$ cat src/rtl/msw_pkg.sv
// Shared constants for the moving-average hysteresis light switch.
// No dependencies; imported by every module of the block.
package msw_pkg;

    // Default parameter values
    localparam int WINDOW_DEF      = 10;
    localparam int SAMPLE_BITS_DEF = 12;

    // Fixed field widths
    localparam int THRESH_W   = 12;
    localparam int AVG_W      = 12;
    localparam int CFG_ADDR_W = 1;

    // Configuration register indexes
    localparam logic [CFG_ADDR_W-1:0] REG_DARK  = 1'b0;
    localparam logic [CFG_ADDR_W-1:0] REG_LIGHT = 1'b1;

    // Threshold reset values
    localparam logic [THRESH_W-1:0] DARK_RESET  = 12'd3000;
    localparam logic [THRESH_W-1:0] LIGHT_RESET = 12'd3700;

endpackage

$ cat src/rtl/msw_ring.sv
// Sample ring memory: one write port, one synchronous (registered) read port.
// Depends on msw_pkg for defaults only.
module msw_ring #(
    parameter int WINDOW      = msw_pkg::WINDOW_DEF,
    parameter int SAMPLE_BITS = msw_pkg::SAMPLE_BITS_DEF,
    parameter int IDX_W       = (WINDOW > 1) ? $clog2(WINDOW) : 1
) (
    input  logic                   clk,
    input  logic                   rd_en,
    input  logic [IDX_W-1:0]       rd_addr,
    output logic [SAMPLE_BITS-1:0] rd_data,
    input  logic                   wr_en,
    input  logic [IDX_W-1:0]       wr_addr,
    input  logic [SAMPLE_BITS-1:0] wr_data
);
    import msw_pkg::*;

    logic [SAMPLE_BITS-1:0] mem [WINDOW];

    // Write the new sample into its slot
    always_ff @(posedge clk)
    begin
        if (wr_en)
        begin
            mem[wr_addr] <= wr_data;
        end
    end

    // Register the read data
    always_ff @(posedge clk)
    begin
        if (rd_en)
        begin
            rd_data <= mem[rd_addr];
        end
    end

endmodule

$ cat src/rtl/msw_divider.sv
// Bit-serial restoring divider: one quotient bit per cycle.
// Depends on msw_pkg for its import only.
module msw_divider #(
    parameter int DIVD_W = 16,
    parameter int DIVS_W = 4
) (
    input  logic              clk,
    input  logic              rst_n,
    input  logic              start,
    input  logic [DIVD_W-1:0] dividend,
    input  logic [DIVS_W-1:0] divisor,
    output logic              done,
    output logic [DIVD_W-1:0] quotient
);
    import msw_pkg::*;

    localparam int STEP_W = $clog2(DIVD_W + 1);

    logic [DIVD_W-1:0] quo_reg, quo_next;
    logic [DIVS_W-1:0] rem_reg, rem_next;
    logic [DIVS_W-1:0] dvs_reg;
    logic [STEP_W-1:0] step_reg, step_next;
    logic              done_reg, done_next;
    logic [DIVS_W:0]   trial;
    logic [DIVS_W:0]   diff;

    // One restoring step: shift in the next dividend bit, try the subtract
    always_comb
    begin
        trial     = {rem_reg, quo_reg[DIVD_W-1]};
        diff      = trial - {1'b0, dvs_reg};
        quo_next  = quo_reg;
        rem_next  = rem_reg;
        step_next = step_reg;
        done_next = 1'b0;
        if (start)
        begin
            quo_next  = dividend;
            rem_next  = '0;
            step_next = STEP_W'(DIVD_W);
        end
        else if (step_reg != '0)
        begin
            if (trial >= {1'b0, dvs_reg})
            begin
                rem_next = diff[DIVS_W-1:0];
                quo_next = {quo_reg[DIVD_W-2:0], 1'b1};
            end
            else
            begin
                rem_next = trial[DIVS_W-1:0];
                quo_next = {quo_reg[DIVD_W-2:0], 1'b0};
            end
            step_next = step_reg - 1'b1;
            done_next = (step_reg == STEP_W'(1));
        end
    end

    // Hold control state
    always_ff @(posedge clk or negedge rst_n)
    begin
        if (!rst_n)
        begin
            step_reg <= '0;
            done_reg <= 1'b0;
        end
        else
        begin
            step_reg <= step_next;
            done_reg <= done_next;
        end
    end

    // Advance the datapath
    always_ff @(posedge clk)
    begin
        quo_reg <= quo_next;
        rem_reg <= rem_next;
        if (start)
        begin
            dvs_reg <= divisor;
        end
    end

    assign done     = done_reg;
    assign quotient = quo_reg;

endmodule

$ cat src/rtl/moving_average_hysteresis_switch.sv
// Top level of the moving-average light switch with hysteresis.
// Depends on msw_pkg, msw_ring and msw_divider.
//
//  channel  | dir | tdata bits (low to high)                  | handshake
//  s_*      | in  | sample                                    | tvalid/tready
//  m_*      | out | average, lamp_on, lamp_changed            | tvalid/tready
//  cfg_*    | in  | register index cfg_addr, value cfg_data   | cfg_we, no wait
//
// A request runs in order: the ring read happens at the accept edge, then the
// sum update and ring write in ST_READ, the bit-serial divider in ST_DIV, then
// the output load. The next request is taken only in ST_IDLE after the load,
// so a request is not taken before the last one has been loaded.
// Most of each request is spent in the divider's one-bit-per-cycle loop.
// Reset clears the ring by fill count, so no clearing pass is needed.
// A finished result waits in the output register; a new request is taken
// meanwhile, and the next result stalls only until the pending one is taken.
module moving_average_hysteresis_switch #(
    parameter int WINDOW      = msw_pkg::WINDOW_DEF,
    parameter int SAMPLE_BITS = msw_pkg::SAMPLE_BITS_DEF,
    parameter int S_DATA_W    = ((SAMPLE_BITS + 7) / 8) * 8
) (
    input  logic                            clk,
    input  logic                            rst_n,
    input  logic                            s_tvalid,
    output logic                            s_tready,
    input  logic [S_DATA_W-1:0]             s_tdata,   // sample
    output logic                            m_tvalid,
    input  logic                            m_tready,
    output logic [15:0]                     m_tdata,   // average, lamp_on, lamp_changed
    input  logic                            cfg_we,
    input  logic [msw_pkg::CFG_ADDR_W-1:0]  cfg_addr,
    input  logic [msw_pkg::THRESH_W-1:0]    cfg_data
);
    import msw_pkg::*;

    localparam int IDX_W = (WINDOW > 1) ? $clog2(WINDOW) : 1;
    localparam int CNT_W = $clog2(WINDOW + 1);
    localparam int SUM_W = SAMPLE_BITS + $clog2(WINDOW);
    localparam int QEXT_W = (SUM_W > AVG_W) ? SUM_W : AVG_W;

    typedef enum logic [1:0] {
        ST_IDLE,
        ST_READ,
        ST_DIV,
        ST_HOLD
    } state_t;

    state_t                  state_reg;
    logic [THRESH_W-1:0]     dark_reg;
    logic [THRESH_W-1:0]     light_reg;
    logic [SAMPLE_BITS-1:0]  sample_reg;
    logic [SUM_W-1:0]        sum_reg, sum_next;
    logic [IDX_W-1:0]        slot_reg, slot_next;
    logic [CNT_W-1:0]        count_reg, count_next;
    logic                    lamp_reg, lamp_next;
    logic                    changed_next;
    logic                    m_tvalid_reg;
    logic [AVG_W-1:0]        avg_out_reg;
    logic                    lamp_out_reg;
    logic                    changed_out_reg;

    logic                    accept;
    logic                    start_div;
    logic [SAMPLE_BITS-1:0]  old_sample;
    logic                    div_done;
    logic [SUM_W-1:0]        quotient;
    logic [QEXT_W-1:0]       quo_ext;
    logic [AVG_W-1:0]        avg;
    logic                    out_free;
    logic                    load_out;

    assign accept    = s_tvalid && s_tready;
    assign s_tready  = (state_reg == ST_IDLE);
    assign start_div = (state_reg == ST_READ);
    assign out_free  = !m_tvalid_reg || m_tready;
    assign load_out  = ((state_reg == ST_DIV && div_done) || state_reg == ST_HOLD) && out_free;

    // Ring of the last WINDOW samples
    msw_ring #(
        .WINDOW      (WINDOW),
        .SAMPLE_BITS (SAMPLE_BITS),
        .IDX_W       (IDX_W)
    ) u_ring (
        .clk     (clk),
        .rd_en   (accept),
        .rd_addr (slot_reg),
        .rd_data (old_sample),
        .wr_en   (start_div),
        .wr_addr (slot_reg),
        .wr_data (sample_reg)
    );

    // Remove the oldest sample once the ring is full, add the new one
    always_comb
    begin
        if (count_reg == CNT_W'(WINDOW))
        begin
            sum_next   = sum_reg - SUM_W'(old_sample) + SUM_W'(sample_reg);
            count_next = count_reg;
        end
        else
        begin
            sum_next   = sum_reg + SUM_W'(sample_reg);
            count_next = count_reg + 1'b1;
        end
        if (slot_reg == IDX_W'(WINDOW - 1))
        begin
            slot_next = '0;
        end
        else
        begin
            slot_next = slot_reg + 1'b1;
        end
    end

    // Divide the running sum by the fill count
    msw_divider #(
        .DIVD_W (SUM_W),
        .DIVS_W (CNT_W)
    ) u_div (
        .clk      (clk),
        .rst_n    (rst_n),
        .start    (start_div),
        .dividend (sum_next),
        .divisor  (count_next),
        .done     (div_done),
        .quotient (quotient)
    );

    assign quo_ext = QEXT_W'(quotient);
    assign avg     = quo_ext[AVG_W-1:0];

    // Apply the hysteresis rule chosen by the current flag
    always_comb
    begin
        lamp_next    = lamp_reg;
        changed_next = 1'b0;
        if (!lamp_reg)
        begin
            if (avg < dark_reg)
            begin
                lamp_next    = 1'b1;
                changed_next = 1'b1;
            end
        end
        else
        begin
            if (avg > light_reg)
            begin
                lamp_next    = 1'b0;
                changed_next = 1'b1;
            end
        end
    end

    // Write configuration registers
    always_ff @(posedge clk or negedge rst_n)
    begin
        if (!rst_n)
        begin
            dark_reg  <= DARK_RESET;
            light_reg <= LIGHT_RESET;
        end
        else if (cfg_we)
        begin
            case (cfg_addr)
                REG_DARK:  dark_reg  <= cfg_data;
                REG_LIGHT: light_reg <= cfg_data;
                default:   ;
            endcase
        end
    end

    // Latch the accepted sample
    always_ff @(posedge clk)
    begin
        if (accept)
        begin
            sample_reg <= s_tdata[SAMPLE_BITS-1:0];
        end
    end

    // Sequence the request and hold the output register
    always_ff @(posedge clk or negedge rst_n)
    begin
        if (!rst_n)
        begin
            state_reg       <= ST_IDLE;
            sum_reg         <= '0;
            slot_reg        <= '0;
            count_reg       <= '0;
            lamp_reg        <= 1'b0;
            m_tvalid_reg    <= 1'b0;
            avg_out_reg     <= '0;
            lamp_out_reg    <= 1'b0;
            changed_out_reg <= 1'b0;
        end
        else
        begin
            // Raise valid on a load, drop it once the result is taken
            if (load_out)
            begin
                m_tvalid_reg <= 1'b1;
            end
            else if (m_tvalid_reg && m_tready)
            begin
                m_tvalid_reg <= 1'b0;
            end
            case (state_reg)
                ST_IDLE:
                begin
                    if (accept)
                    begin
                        state_reg <= ST_READ;
                    end
                end
                ST_READ:
                begin
                    sum_reg   <= sum_next;
                    count_reg <= count_next;
                    slot_reg  <= slot_next;
                    state_reg <= ST_DIV;
                end
                ST_DIV, ST_HOLD:
                begin
                    if (div_done || state_reg == ST_HOLD)
                    begin
                        if (out_free)
                        begin
                            avg_out_reg     <= avg;
                            lamp_out_reg    <= lamp_next;
                            changed_out_reg <= changed_next;
                            lamp_reg        <= lamp_next;
                            state_reg       <= ST_IDLE;
                        end
                        else
                        begin
                            state_reg <= ST_HOLD;
                        end
                    end
                end
                default:
                begin
                    state_reg <= ST_IDLE;
                end
            endcase
        end
    end

    assign m_tvalid = m_tvalid_reg;
    assign m_tdata  = {2'b00, changed_out_reg, lamp_out_reg, avg_out_reg};

endmodule
$ cat config.mk
export PLATFORM = sky130hd
export DESIGN_NAME = moving_average_hysteresis_switch
export DESIGN_NICKNAME = d
export VERILOG_FILES = /design/src/rtl/msw_pkg.sv /design/src/rtl/msw_ring.sv /design/src/rtl/msw_divider.sv /design/src/rtl/moving_average_hysteresis_switch.sv
export SDC_FILE = /design/constraint.sdc
export NUM_CORES = 1
export LEC_CHECK = 0
export BUFFER_PORTS_ARGS = -buffer_cell sky130_fd_sc_hd__buf_2
export CAP_MARGIN = 15
export CORE_MARGIN = 5
export CORE_UTILIZATION = 56
export CTS_CLUSTER_SIZE = 24
export DETAILED_ROUTE_END_ITERATION = 6
export HOLD_SLACK_MARGIN = 0.15
export PLACE_DENSITY_LB_ADDON = 0.12
export SKIP_CTS_REPAIR_TIMING = 1
export SLEW_MARGIN = 40
export SYNTH_ARGS = -nofsm -noshare
export SYNTH_HDL_FRONTEND = slang
export SYNTH_SLANG_ARGS = --single-unit
$ cat constraint.sdc
create_clock -name clk -period 2.75 [get_ports clk]
set_input_delay 0.4125 -clock clk [delete_from_list [all_inputs] [get_ports clk]]
set_output_delay 0.4125 -clock clk [all_outputs]
set_load 0.02 [all_outputs]
==> results.md <==
* Cell area after synthesis at 0.0117 mm²
* Leak at 0.00570 µW
* Status: finished with violations
* Worst Setup End Kind: flop
* Starting DRT DRC Count at 412
* Cell Int Power at 10,700 µW
* Max FFs per register at 120
* Routed WL at 23.5 mm
* Rel. slew slack at 0.525
* Yosys warns at 0
* Final Critical Period at 2.83 ns
* R2r setup slk at -0.08 ns
* Logic pwr share at 0.456
* Setup slack after layout at -0.0839 ns
* Total congestion overflow at 0
* Power Dens Cells at 1180 mW/mm²
* Critical path's slowest cell: fa_1
* Routability cong. at 0.842
* Fin nets at 1,147
* Setup violators final at 5
* Core Rows at 53
* Sequential share of power at 0.320
* Worst skew pair latency at 0.53 ns
* Largest net degree at the start of global routing at 51
* Synth Area in Compound Gates at 0.0945
* Final Hold Viols at 0
* Fin. max-slew vios at 0
* Async set-reset flop share out of synthesis at 0.297
* Max rail drop VDD at 0.000619 V
* Failing checks: setup timing
* H-tree depth reported by CTS at 1
* HP Class: input pin to flop
* Initial antenna violation count at 0
* Critical path cell sequence: fa_1, inv_2, fa_2, a21o_1, a31o_1, nand3_1, a31oi_1, a31oi_1, xor2_1, o221ai_1
* Die width at 155 µm
* Total GRT Usage at 0.198
* Design Power at 16,500 µW
* Most instantiated cells after synthesis: edfxtp_1, inv_1, ha_1
* Mux cell area share after synthesis at 0.0852
* CP top delay family: adder cells
* Area contributors post-synth: edfxtp_1, dfrtp_1, ha_1, mux4_2, dfstp_2
* Mapped Cells at 903
* Syn avg cell area at 13.0 µm²
* WP buf/inv at 1
* Synth Area in Simple Gates at 0.0797
* Achievable frequency at 0.353 GHz
* Yosys cell types at 66
* P_sw at 5880 µW
* Multi-input logic area at 0.00457 mm²
* Vias in the first global route at 7,311
* Clock Skews at 0.0106 ns
* Clock network power share at 0.224
* Sw Ratio at 0.356
* Critical path's most frequent cell: a31oi_1
* Clk sinks at 239
* Crit start category: flop
* Synth Area in Adders at 0.0902
* Fin crit share at 1.03
* Longest Clk Path Bufs at 3
* Largest area contributor in the netlist: edfxtp_1
* Drt pass-1 iters at 5
* Largest family of logic cells by synthesized area: compound AO/OA/AOI/OAI gates
* Synth-to-layout area growth at 19.3%
* Chip Height at 155 µm
* Required @ worst endpoint at 3.02 ns
* CTS tree: done
* Layout cell share with drive strength beyond 1 at 0.246
* Buffers added on ports at 45
* Placed cell area at 0.0128 mm²
* Top-count cell post-synth: edfxtp_1
* Post-synth EDFFs at 164
* Num CTS Buffers at 25
* Synth Flop Type: edfxtp_1
* Setup CP Type: flop to flop
* Post-DRT Antenna Nets at 0
* Post-Synth XOR/XNOR Area at 0.0277
* WL per Instance at 17.6 µm
* Die area at 0.0239 mm²
* Cell area after layout at 0.0140 mm²
* Via Count at 7,201
* Max-Cap Viols at 0
* HPWL Detailed at 16.7 mm
* Initial Util at 0.563
* Synth Register Bits at 239
* Top Ports at 52
* Slew @ Worst Pin at 0.712 ns
* Root Driver: clkbuf_16
* Antenna diodes at 0
* RSZ-0062 raised after global routing: true
* Setup TNS at -0.251 ns
* First-pass GRT wire length at 38.1 mm
* Clock-pin slew on the worst setup and hold paths at 0.06 ns
* Core area at 0.0208 mm²
* CP max FO at 3
* Seq. cell area at 0.00680 mm²
* Arr. time, crit path at 3.10 ns
* CP max stage delay at 0.58 ns
* Sequential-to-total area share from yosys stat at 0.580
* Vias/cell at 5.41
* DRC at 0
* Yosys top cell area share at 0.420
* # fillers at 1,557
through the flow:
stage	instances	setup WS (ns)	util	hold WS, ns
2_1_floorplan	904	-0.000188	-	0.117
3_3_place_gp	1257	-0.0720	0.613	0.463
3_5_place_dp	1257	-0.128	0.613	0.476
4_1_cts	1303	-0.144	0.657	-0.0598
5_1_grt	1331	-0.170	0.671	0.221
6_report	1331	-0.0839	0.671	0.180
routing by layer:
metal | global-route usage | routed length (µm) | vias to the layer above
li1 | - | - | 3516
met1 | 0.276 | 10700 | 3546
met2 | 0.337 | 11600 | 104
met3 | 0.0266 | 796 | 35
met4 | 0.0421 | 429 | 0
met5 | 0 | 0 | -
power groups by stage:
stage	clock network, µW	logic, µW	registers, µW
after floorplan	0	5350	5280
after global placement	0	7240	5360
after detailed placement	0	7340	5370
after CTS	3780	7400	5310
after global routing	3950	8390	5390
final	3700	7540	5300
placed cells by master (no fill, tap or decap), types with 13 or more instances in the layout:
| master | count |
|---|---|
| nor2_1 | 47 |
| xnor2_1 | 23 |
| buf_2 | 44 |
| edfxtp_1 | 164 |
| xor2_1 | 14 |
| mux2i_1 | 15 |
| fa_1 | 13 |
| clkbuf_16 | 26 |
| mux4_2 | 24 |
| o21ai_0 | 28 |
| inv_1 | 83 |
| nor2b_1 | 21 |
| a211oi_1 | 17 |
| ha_1 | 58 |
| nand3_1 | 14 |
| a21o_1 | 15 |
| dfstp_2 | 14 |
| a21oi_1 | 50 |
| nand2_1 | 60 |
| dlygate4sd3_1 | 25 |
| dfrtp_1 | 56 |
| mux2_2 | 24 |
| buf_4 | 70 |
worst register-to-register path: stages (launching register included):
cell and delay (ns):
edfxtp_1 0.40, fa_1 0.58, inv_2 0.05, fa_2 0.35
a21o_1 0.20, a31o_1 0.21, nand3_1 0.11, a31oi_1 0.12
a31oi_1 0.18, xor2_1 0.23, o221ai_1 0.14
final cells by class:
class / instances / share of cell area
Clock buffer: 29 / 0.0481
Clock inverter: 17 / 0.0176
Inverter: 88 / 0.0236
Multi-Input combinational cell: 543 / 0.327
Sequential cell: 239 / 0.486
Tap cell: 275 / 0.0246
Timing Repair Buffer: 140 / 0.0727
worst paths after layout:
check | cells after the start | endpoint | from
min in group asynchronous | 2 | u_div.done | rst_n
max reg2reg | 10 | u_div.quotient[14] | u_ring.rd_data[1]
min reg2reg | 1 | avg_out_reg[4] | avg_out_reg[4]
min | 3 | m_tvalid | m_tready
max in group asynchronous | 3 | dark_reg[5] | rst_n
max | 10 | u_div.quotient[14] | u_ring.rd_data[1]
cells by family after synthesis:
family | Yosys count
XOR/XNOR | 37
flip-flops | 239
buffers and inverters | 122
other | 1
adder cells (fa/ha/maj) | 76
AND/OR/NAND/NOR | 190
multiplexers | 66
AO/OA/AOI/OAI | 172
Power figures use the tool's default switching activity.
